## config.mk

```make
export PLATFORM = sky130hd
export DESIGN_NAME = rgbc_queue
export DESIGN_NICKNAME = d
export VERILOG_FILES = /design/src/rgbc_pkg.sv /design/src/rgbc_queue.sv
export SDC_FILE = /design/constraint.sdc
export NUM_CORES = 1
export LEC_CHECK = 0
export BUFFER_PORTS_ARGS = -buffer_cell sky130_fd_sc_hd__clkbuf_2
export CORE_MARGIN = 3
export CORE_UTILIZATION = 61
export DETAILED_ROUTE_END_ITERATION = 8
export PLACE_DENSITY = 0.82
export SETUP_SLACK_MARGIN = 0.15
export SLEW_MARGIN = 20
export SYNTH_ARGS = -nofsm -noshare
export SYNTH_HDL_FRONTEND = slang
export SYNTH_SLANG_ARGS = --single-unit
```

## constraint.sdc

```tcl
create_clock -name clk -period 9.5 [get_ports clk]
set_input_delay 0.95 -clock clk [delete_from_list [all_inputs] [get_ports clk]]
set_output_delay 0.95 -clock clk [all_outputs]
set_load 0.005 [all_outputs]
```

## src/rgbc_pkg.sv

```systemverilog
`default_nettype none
// ---------------------------------------------------------------------------
// rgbc_pkg
// Shared constants and types for the RGB 3x3 convolution block.
// ---------------------------------------------------------------------------
package rgbc_pkg;

  localparam int MAX_WIDTH      = 2048;
  localparam int MAX_HEIGHT     = 4096;
  localparam int COL_W          = $clog2(MAX_WIDTH);
  localparam int FILL_W         = COL_W + 1;
  localparam int ROW_W          = $clog2(MAX_HEIGHT);
  localparam int WID_W          = 12;
  localparam int HGT_W          = 13;
  localparam int KROW_W         = 48;
  localparam int COEF_W         = 16;
  localparam int COEF_FRAC_BITS = 12;
  localparam int PIX_W          = 24;
  localparam int Q_DEPTH        = 4;
  localparam int QCNT_W         = $clog2(Q_DEPTH + 1);
  localparam int PROD_W         = 9 + COEF_W;
  localparam int RSUM_W         = PROD_W + 2;
  localparam int TOT_W          = PROD_W + 4;

  localparam logic [WID_W-1:0] WIDTH_MIN  = WID_W'(3);
  localparam logic [WID_W-1:0] WIDTH_MAX  = WID_W'(MAX_WIDTH);
  localparam logic [HGT_W-1:0] HEIGHT_MIN = HGT_W'(3);
  localparam logic [HGT_W-1:0] HEIGHT_MAX = HGT_W'(MAX_HEIGHT);

  typedef enum logic [2:0] {
    REG_WIDTH  = 3'd0,
    REG_HEIGHT = 3'd1,
    REG_K_TOP  = 3'd2,
    REG_K_MID  = 3'd3,
    REG_K_BOT  = 3'd4
  } cfg_reg_t;

  typedef struct packed {
    logic [WID_W-1:0] w;
    logic [HGT_W-1:0] h;
  } geom_t;

  typedef struct packed {
    logic             valid;
    logic [PIX_W-1:0] newer;
    logic [PIX_W-1:0] older;
  } ram_entry_t;

  localparam int ENTRY_W = $bits(ram_entry_t);

  // taps[i*3+j]: kernel row i, column j, already mirrored at borders
  typedef struct packed {
    logic [8:0][PIX_W-1:0] taps;
    logic                  frame_end;
  } win_item_t;

endpackage
`default_nettype wire

```

## src/rgbc_queue.sv

```systemverilog
`default_nettype none
// ---------------------------------------------------------------------------
// rgbc_queue
// Short FIFO of mirrored windows between front and back.
// ---------------------------------------------------------------------------
module rgbc_queue import rgbc_pkg::*; (
  input  wire logic       clk,
  input  wire logic       rst_n,
  input  wire logic       push,
  input  wire win_item_t  push_item,
  input  wire logic       pop,
  output logic            not_empty,
  output win_item_t       head_item,
  output logic            room
);

  localparam int PTR_W = $clog2(Q_DEPTH);

  win_item_t         mem_r [Q_DEPTH];
  logic [PTR_W-1:0]  wp_r, wp_nxt, rp_r, rp_nxt;
  logic [QCNT_W-1:0] cnt_r, cnt_nxt;

  assign not_empty = (cnt_r != '0);
  assign head_item = mem_r[rp_r];
  // room for one more request plus the one in flight in the front
  assign room      = (cnt_r <= QCNT_W'(Q_DEPTH - 2));

  always_comb begin
    wp_nxt  = push ? wp_r + PTR_W'(1) : wp_r;
    rp_nxt  = pop ? rp_r + PTR_W'(1) : rp_r;
    cnt_nxt = cnt_r + QCNT_W'(push) - QCNT_W'(pop);
  end

  always_ff @(posedge clk) begin
    if (!rst_n) begin
      wp_r  <= '0;
      rp_r  <= '0;
      cnt_r <= '0;
    end else begin
      wp_r  <= wp_nxt;
      rp_r  <= rp_nxt;
      cnt_r <= cnt_nxt;
    end
  end

  always_ff @(posedge clk) begin
    if (push) begin
      mem_r[wp_r] <= push_item;
    end
  end

endmodule
`default_nettype wire

```

==> results of run 1 <==
-- path summary, 6_finish.rpt --
path              cells past startpoint                      end                  from  slack (ps)
hold / removal                        1   mem_r[1][27]$_DFFE_PP_         push_item[27]         540
hold reg to reg                       2                     flop  rp_r[0]$_SDFFE_PN0P_         590
setup reg to reg                      5  mem_r[0][152]$_DFFE_PP_  wp_r[0]$_SDFFE_PN0P_        6210
setup / recovery                      4           head_item[121]                  flop        5150
-- logic make-up after synthesis --
logic type	count (synthesis)
mux	218
flops	877
simple gates	13
xor+xnor	3
compound gates	3
fa+ha+maj	8
buf+inv	56
-- state kept, by name, indices dropped and copies added, names as in the netlist, named ones only --
name   cells
cnt_r      3
mem_r    868
rp_r       2
wp_r       2
-- layout make-up --
class                           count  area [µm²]  area share, %
Timing Repair Buffer              455        2350           6.32
Multi-Input combinational cell    245        5130           13.8
Antenna cell                       12        30.0         0.0809
Clock buffer                      119        2290           6.18
Inverter                            8        30.0         0.0809
Clock inverter                     31         201          0.543
Sequential cell                   877       26300           70.7
Tap cell                          672         841           2.26
-- synth_stat cells (all sizes together) (3+ instances only) --
master | instances | area (µm²)
edfxtp | 868 | 26100
mux4 | 217 | 4890
buf | 48 | 330
dfxtp | 9 | 180
inv | 8 | 30.0
ha | 7 | 87.6
nor2 | 6 | 22.5
and2 | 5 | 31.3
xnor2 | 3 | 26.3
-- report_power, final --
part           leakage (nW)  internal [mW]  total, mW  switching (mW)
Clock                  1.22           1.71       3.05            1.34
Combinational          3.24          0.346      0.750           0.404
Sequential             8.05           4.45       4.52          0.0633
-- layer usage --
metal,track usage (%),share of wire [%],vias up
li1,-,-,6143
met3,8.58,10,143
met2,40.7,51,747
met5,0,0.15,-
met1,32.5,35,7675
met4,8.70,2.9,14
==> results.toml, run 1 <==
[power_and_ir_drop]
vdd_drop_max_mv = 0.204
pwr_density_cell_nw_per_um2 = 224
power_leakage_nw = 12.5
power_mw = 8.32

[yosys]
synthArstFlopShare_pct = 0
ys_warn_count = 0
synthFlopType = "edfxtp_1"
synth_compound_area_share_pct = 0.0749
synth_mux_area_share_pct = 15.4
syn_area_per_cell_um2 = 26.9
ys_seq_area_share_pct = 82.7
synth_nets = 1407
synth_edf_count = 868
ys_seq_elements = 877
syn-cell-area_um2 = 31700
synthXorXnorAreaFrac_pct = 0.0828
synth_cell_type_count = 18
synth-simple-area-share_pct = 0.209
synthesis.instances = 1178
synth_top_family_by_area = "multiplexers"
synthAdderAreaFrac_pct = 0.339

[routing]
routed_wl_um = 68700
vias_per_cell = 6.09
dr_total_vias = 14700
ant_nets = 0
drt_pass1_iterations = 5
drtIter0Drc = 1283
wl_per_cell_um = 28.4
drc_errors = 0

[layout]
drive_gt1_share_pct = 45.4
final_common_cell = "edfxtp_1"
fillers = 2704
fin_cells = 2419
fin_nets = 1899
syn2layout_area_growth_pct = 17.0
final_cell_mix = "edfxtp_1, clkbuf_2, mux4_2, clkbuf_16, clkbuf_1"
fin_area_um2 = 37100
final_util_pct = 73.1

[sta]
relSlewSlack_pct = 23.3
tightest_slew_ps = 1150
finalCritPeriodShare_pct = 45.8
rsz0062_at_grt = "no"
setup_slack_ps = 5150
final-setup-viol-count = 0
setup-tns-final_ps = 0
hold_viol_final = 0
holdWs_ps = 542
timing.fmax_ghz = 0.230
slew_viol_final = 0
period_needed_ps = 4350
fin_skew_ps = 20.3

[placement]
gp_congestion = 0.769
dp_hpwl_um = 38800
place_inst = 2257
placed_area_um2 = 34600
pre_cts_ws_ps = 5390
io_buffer_count = 439

[setup_path]
path_class = "flop to output pin"
path_max_fanout = 52
end_kind = "output pin"
cp-start-kind = "flop"
critical_path.max_stage_delay_ps = 740
slowest_stage = "dfxtp_4"
critPathBufInv = 3
critPathTopFamily = "buffers and inverters"
worstPathCellList = "buf_4 > buf_6 > mux4_2 > clkbuf_2"
worstPathArrival_ps = 3400
worstPathRequired_ps = 8550

[job]
maxCapViolCount = 0

[grt]
grt.overflow.total = 0
antenna_found_initial = 18
grt_max_degree = 179
grt_pass1_wl_um = 99800
first_global_vias = 15500
track_usage_pct = 25.1

[die]
row_count = 82
coreArea_um2 = 50800
die_width_um = 234
ioPinCount = 440
start_util_pct = 62.5
dieArea_um2 = 54800
die_h_um = 234

[clock_tree]
insertion_delay_ps = 620
cts_sinks = 877
cts_setup_buffers = 0
cts_tree = "built"
cts_buffer_depth = 3
cts_buffers = 83
cts_resized = 0
root_buffer = "clkbuf_16"
cts.clk_slew.worst_paths_ps = 60
postCtsHoldBufs = 0
htree_num_levels = 3

[outcome]
status = "complete, no violations"

[min_path]
min_path_type = "input pin to flop"
Power figures use the tool's default switching activity.
==> run 2, diff against run 1 <==
- CORE_UTILIZATION: 61 -> 57
- PLACE_DENSITY: 0.82 -> 0.77
- clock period: 9.5 -> 4.5 ns (I/O delays scaled with it)
==> run 2 against run 1 <==
  * Core utilization down 3.0 points
  * Design area up 2.7%
  * Critical path depth down 1
  * First-iteration DRC count down 7.6%
  * Non-clock buffer count up 55
==> results.toml, run 2 (same netlist as run 1, synthesis figures left out) <==
[die]
dieArea_um2 = 58500
die_h_um = 242
start_util_pct = 58.3
coreArea_um2 = 54500
row_count = 85
die_width_um = 242
ioPinCount = 440

[grt]
first_global_vias = 16000
grt_max_degree = 99
grt_pass1_wl_um = 104000
track_usage_pct = 23.9
grt.overflow.total = 0
antenna_found_initial = 13

[setup_path]
worstPathCellList = "buf_4 > mux4_2 > clkbuf_2"
path_max_fanout = 42
path_class = "flop to output pin"
critPathTopFamily = "flip-flops"
worstPathArrival_ps = 2790
worstPathRequired_ps = 4050
end_kind = "output pin"
critPathBufInv = 2
critical_path.max_stage_delay_ps = 950
slowest_stage = "dfxtp_4"
cp-start-kind = "flop"

[routing]
dr_total_vias = 14800
drc_errors = 0
wl_per_cell_um = 27.0
routed_wl_um = 68700
ant_nets = 0
drt_pass1_iterations = 5
vias_per_cell = 5.80
drtIter0Drc = 1186

[layout]
largest_reg_flops = 868
final_common_cell = "edfxtp_1"
reg_top3 = "mem_r: 868 flops, cnt_r: 3 flops"
top_register = "mem_r"
drive_gt1_share_pct = 45.7
final_util_pct = 70.1
fin_nets = 1956
syn2layout_area_growth_pct = 20.2
final_cell_mix = "edfxtp_1, clkbuf_2, mux4_2, clkbuf_16, dlygate4sd3_1"

[sta]
tightest_slew_ps = 1050
setup-tns-final_ps = 0
final-setup-viol-count = 0
fin_skew_ps = 28.2
timing.fmax_ghz = 0.309
slew_viol_final = 0
finalCritPeriodShare_pct = 72.0
relSlewSlack_pct = 30.2
rsz0062_at_grt = "no"
hold_viol_final = 0
period_needed_ps = 3240

[clock_tree]
cts_setup_buffers = 0
cts_buffers = 85
cts_tree = "built"
root_buffer = "clkbuf_16"
cts_sinks = 877
insertion_delay_ps = 650
cts_buffer_depth = 3
htree_num_levels = 3
cts_resized = 0
cts.clk_slew.worst_paths_ps = 60

[placement]
dp_hpwl_um = 39200
gp_congestion = 0.765
io_buffer_count = 439

[power_and_ir_drop]
vdd_drop_max_mv = 0.429
pwr_density_cell_nw_per_um2 = 479
power_leakage_nw = 12.9

[min_path]
min_path_type = "input pin to flop"

[job]
maxCapViolCount = 0

[outcome]
status = "complete, no violations"
## run 2: through the flow
step | area (µm²) | total power [mW] | cells | hold slack [ps] | setup slack, ps
after floorplan | 31700 | 10.5 | 1178 | 499 | 861
after global placement | 35000 | 11.2 | 2345 | 515 | 1860
after detailed placement | 35000 | 11.3 | 2345 | 520 | 1860
after CTS | 38100 | 18.4 | 2535 | 0.0712 | 1160
after global routing | 38100 | 18.9 | 2538 | 10.2 | 1060
final | 38100 | 18.3 | 2543 | 45.7 | 1260
## run 2: worst paths after layout
kind              cells past startpoint                 endpoint  slack (ps)                 start
setup / recovery                      3            head_item[19]        1260                  flop
hold / removal                        1  mem_r[1][107]$_DFFE_PP_          50        push_item[107]
setup reg to reg                      4   mem_r[2][90]$_DFFE_PP_        2240  wp_r[0]$_SDFFE_PN0P_
hold reg to reg                       2                     flop         530  rp_r[1]$_SDFFE_PN0P_
## run 2: area by class of cell
| type | count | area (µm²) |
|---|---|---|
| diodes | 8 | 20.0 |
| fillers | 3168 | 16300 |
| well taps | 739 | 925 |
| clock inverters | 51 | 588 |
| flip-flops and latches | 877 | 26300 |
| clock buffers | 105 | 2220 |
| multi-input cells | 245 | 5130 |
| inverters | 8 | 30.0 |
| repair buffers | 510 | 2980 |
## run 2: timing repair
item / in CTS / in global routing
endpoints found under the setup margin: 0 / 0
endpoints found under the hold margin: 116 / 0
hold buffers: 34 / 0
## run 2: layer usage
layer / wire length [µm] / GRT usage (%) / up-vias
met1: 24500 / 30.2 / 7690
li1: - / - / 6259
met3: 6270 / 7.36 / 137
met4: 2140 / 8.19 / 10
met2: 35800 / 40.1 / 659
met5: 52 / 0 / -
## run 2: power by group
part           switching (mW)  total, mW  internal, mW
Clock                    2.95       7.13          4.18
Sequential              0.129       9.52          9.40
Combinational           0.857       1.64         0.781
==> run 3, diff against run 2 <==
- ABC_AREA: not set -> 1
- CORE_UTILIZATION: 57 -> 53
- PLACE_DENSITY: 0.77 -> 0.75
- clock period: 4.5 -> 2.93 ns (I/O delays scaled with it)
==> run 3 against run 2 <==
  * Die area rose by 24%
  * Largest power group unchanged
  * Hold slack got worse by 4.4 ps
  * Combinational power is 85% higher
  * Register-to-register slack got worse by 1200 ps
  * Core utilization decreased by 3.6 points
  * Critical path depth grew 3
  * Via count is 70% higher
==> results.toml, run 3 <==
[outcome]
status = "complete, no violations"

[yosys]
syn_area_per_cell_um2 = 10.6
syn-cell-area_um2 = 36700
synth_edf_count = 868
synthesis.instances = 3457
synthArstFlopShare_pct = 0
synthFlopType = "edfxtp_1"
synthDominantCellAreaShare_pct = 71.0
synth_cell_type_count = 17
synthXorXnorAreaFrac_pct = 0.0238
ys_seq_area_share_pct = 71.5
synth_compound_area_share_pct = 0.0613
yosys.area.top_type = "edfxtp_1"
synthAdderAreaFrac_pct = 0.293
synth.most_common_cell = "nand2_1"
synth-simple-area-share_pct = 17.2
synth_mux_area_share_pct = 0
synth_nets = 3686
synth_top_family_by_area = "simple AND/OR/NAND/NOR gates"
ys_warn_count = 0
ys_seq_elements = 877
synthTopCellsByCount = "nand2_1, inv_1, edfxtp_1"
synth_area_leaders = "edfxtp_1, nand2_1, inv_1"

[grt]
antenna_found_initial = 12
grt_max_degree = 132
track_usage_pct = 23.0
first_global_vias = 25100
grt.overflow.total = 0
grt_pass1_wl_um = 133000

[power_and_ir_drop]
power_mw = 28.0
p_clk_share_pct = 37.5
pwr_density_cell_nw_per_um2 = 621
comb_power_share_pct = 10.8
power_leakage_nw = 20.9
intPower_mw = 21.5
p_switching_mw = 6.58
power_frac_seq_pct = 51.7
switching_share_pct = 23.5
vdd_drop_max_mv = 0.457

[routing]
routed_wl_um = 83900
drtIter0Drc = 2040
vias_per_cell = 4.91
dr_total_vias = 25100
drc_errors = 0
drt_pass1_iterations = 6
wl_per_cell_um = 16.4
ant_nets = 0

[die]
coreArea_um2 = 67900
die_width_um = 269
start_util_pct = 54.1
row_count = 95
die_h_um = 269
ioPinCount = 440
dieArea_um2 = 72500

[sta]
period_needed_ps = 2630
final-setup-viol-count = 0
timing.fmax_ghz = 0.380
setup_slack_ps = 302
finalCritPeriodShare_pct = 89.7
tightest_slew_ps = 827
rsz0062_at_grt = "no"
relSlewSlack_pct = 44.9
hold_viol_final = 0
fin_skew_ps = 17.3
slew_viol_final = 0

[clock_tree]
cts_sinks = 877
cts.clk_slew.worst_paths_ps = 60
insertion_delay_ps = 610
root_buffer = "clkbuf_16"
cts_buffer_depth = 3
htree_num_levels = 3
cts_tree = "built"
cts_buffers = 88

[setup_path]
critical_path.max_stage_delay_ps = 440
rr_worst_depth = 6
ff2ff_setup_slack_ps = 1050
crit_top_cell = "nand2_1"
path_class = "flop to output pin"
worstPathArrival_ps = 2340
r2r_start = "wp_r[0]$_SDFFE_PN0P_"
path_max_fanout = 65
slowest_stage = "buf_4"
critPathBufInv = 3
worstPathRequired_ps = 2640
reg2reg_to = "mem_r[0][139]$_DFFE_PP_"
end_kind = "output pin"
cp-start-kind = "flop"
cp.depth = 6
worstPathCellList = "inv_8 > buf_4 > nand2_1 > nand3_1 > nand2_1 > clkbuf_2"
critPathTopFamily = "buffers and inverters"

[placement]
place_inst = 4731
io_buffer_count = 439
pre_cts_ws_ps = 853
dp_hpwl_um = 48700
gp_congestion = 0.780

[layout]
final_common_cell = "nand2_1"
final_cell_mix = "nand2_1, inv_1, edfxtp_1, clkbuf_2, nand3_1"
final_util_pct = 66.5
reg_top3 = "mem_r: 868 flops, cnt_r: 3 flops"
syn2layout_area_growth_pct = 22.8
largest_reg_flops = 868
fillers = 4672
top_register = "mem_r"
fin_cells = 5117
fin_nets = 4348
drive_gt1_share_pct = 15.0

[min_path]
min_path_type = "input pin to flop"
min-delay-start = "push"
min_to = "wp_r[0]$_SDFFE_PN0P_"
worstHoldPathCells = 3

[job]
maxCapViolCount = 0
## run 3: cell families (layout without fill, tap and decap cells)
group | Yosys count | in the layout
compound gates | 4 | 4
xor+xnor | 1 | 1
fa+ha+maj | 8 | 8
buf+inv | 1028 | 1758
flops | 877 | 877
other cells | 0 | 9
simple gates | 1539 | 1539
## run 3: worst max-delay path by stage
| stage | from | to | slack, ps |
|---|---|---|---|
| final | flop | head_item[20] | 300 |
| after global routing | flop | head_item[20] | 170 |
| after CTS | flop | head_item[55] | 170 |
| after detailed placement | flop | head_item[187] | 850 |
| after global placement | flop | head_item[172] | 880 |
| after floorplan | wp_r[0]$_SDFFE_PN0P_ | mem_r[0][0]$_DFFE_PP_ | -1310 |
## run 3: layout make-up
class / instances / area [µm²] / share of cell area [%]
Timing Repair Buffer: 715 / 5170 / 11.5
Multi-Input combinational cell: 1552 / 6480 / 14.4
Inverter: 885 / 3350 / 7.43
Sequential cell: 877 / 26300 / 58.2
Tap cell: 921 / 1150 / 2.55
Antenna cell: 9 / 22.5 / 0.0499
Clock buffer: 112 / 2310 / 5.13
Clock inverter: 46 / 372 / 0.824
## run 3: power by group through the flow
stage	Sequential, mW	Combinational, mW	Clock, mW
after detailed placement	14.7	2.75	0
after floorplan	14.8	1.46	0
after global routing	14.5	3.36	11.3
after CTS	14.5	3.02	10.7
after global placement	14.7	2.69	0
final	14.5	3.03	10.5
## run 3: worst register-to-register path, stage by stage, from the launching register on
cell        delay (ps)
dfxtp_2            360
inv_2               60
ha_2               180
nand2_2             70
clkinvlp_4         380
buf_12             340
buf_12             220
## run 3: per-stage QoR
stage | instance area, µm² | hold slack, ps | setup TNS, ps
floorplan | 36800 | 386 | -1130900
global placement | 40200 | 479 | 0
detailed placement | 40200 | 494 | 0
CTS | 45100 | 2.71 | 0
global route | 45100 | 33.4 | 0
finish | 45100 | 41.3 | 0
## run 3: layer usage
metal | global-route usage (%) | vias up | share of wire (%)
li1 | - | 12100 | -
met1 | 28.2 | 12000 | 39
met2 | 40.5 | 829 | 51
met3 | 4.69 | 160 | 7.5
met4 | 8.15 | 6 | 2.7
met5 | 0 | - | 0.041
## run 3: timing repair
action,in CTS,in global routing
hold buffers,218,0
buffers inserted,0,1
endpoints found under the hold margin,875,0
setup endpoints to repair,0,72
resized for setup,0,3
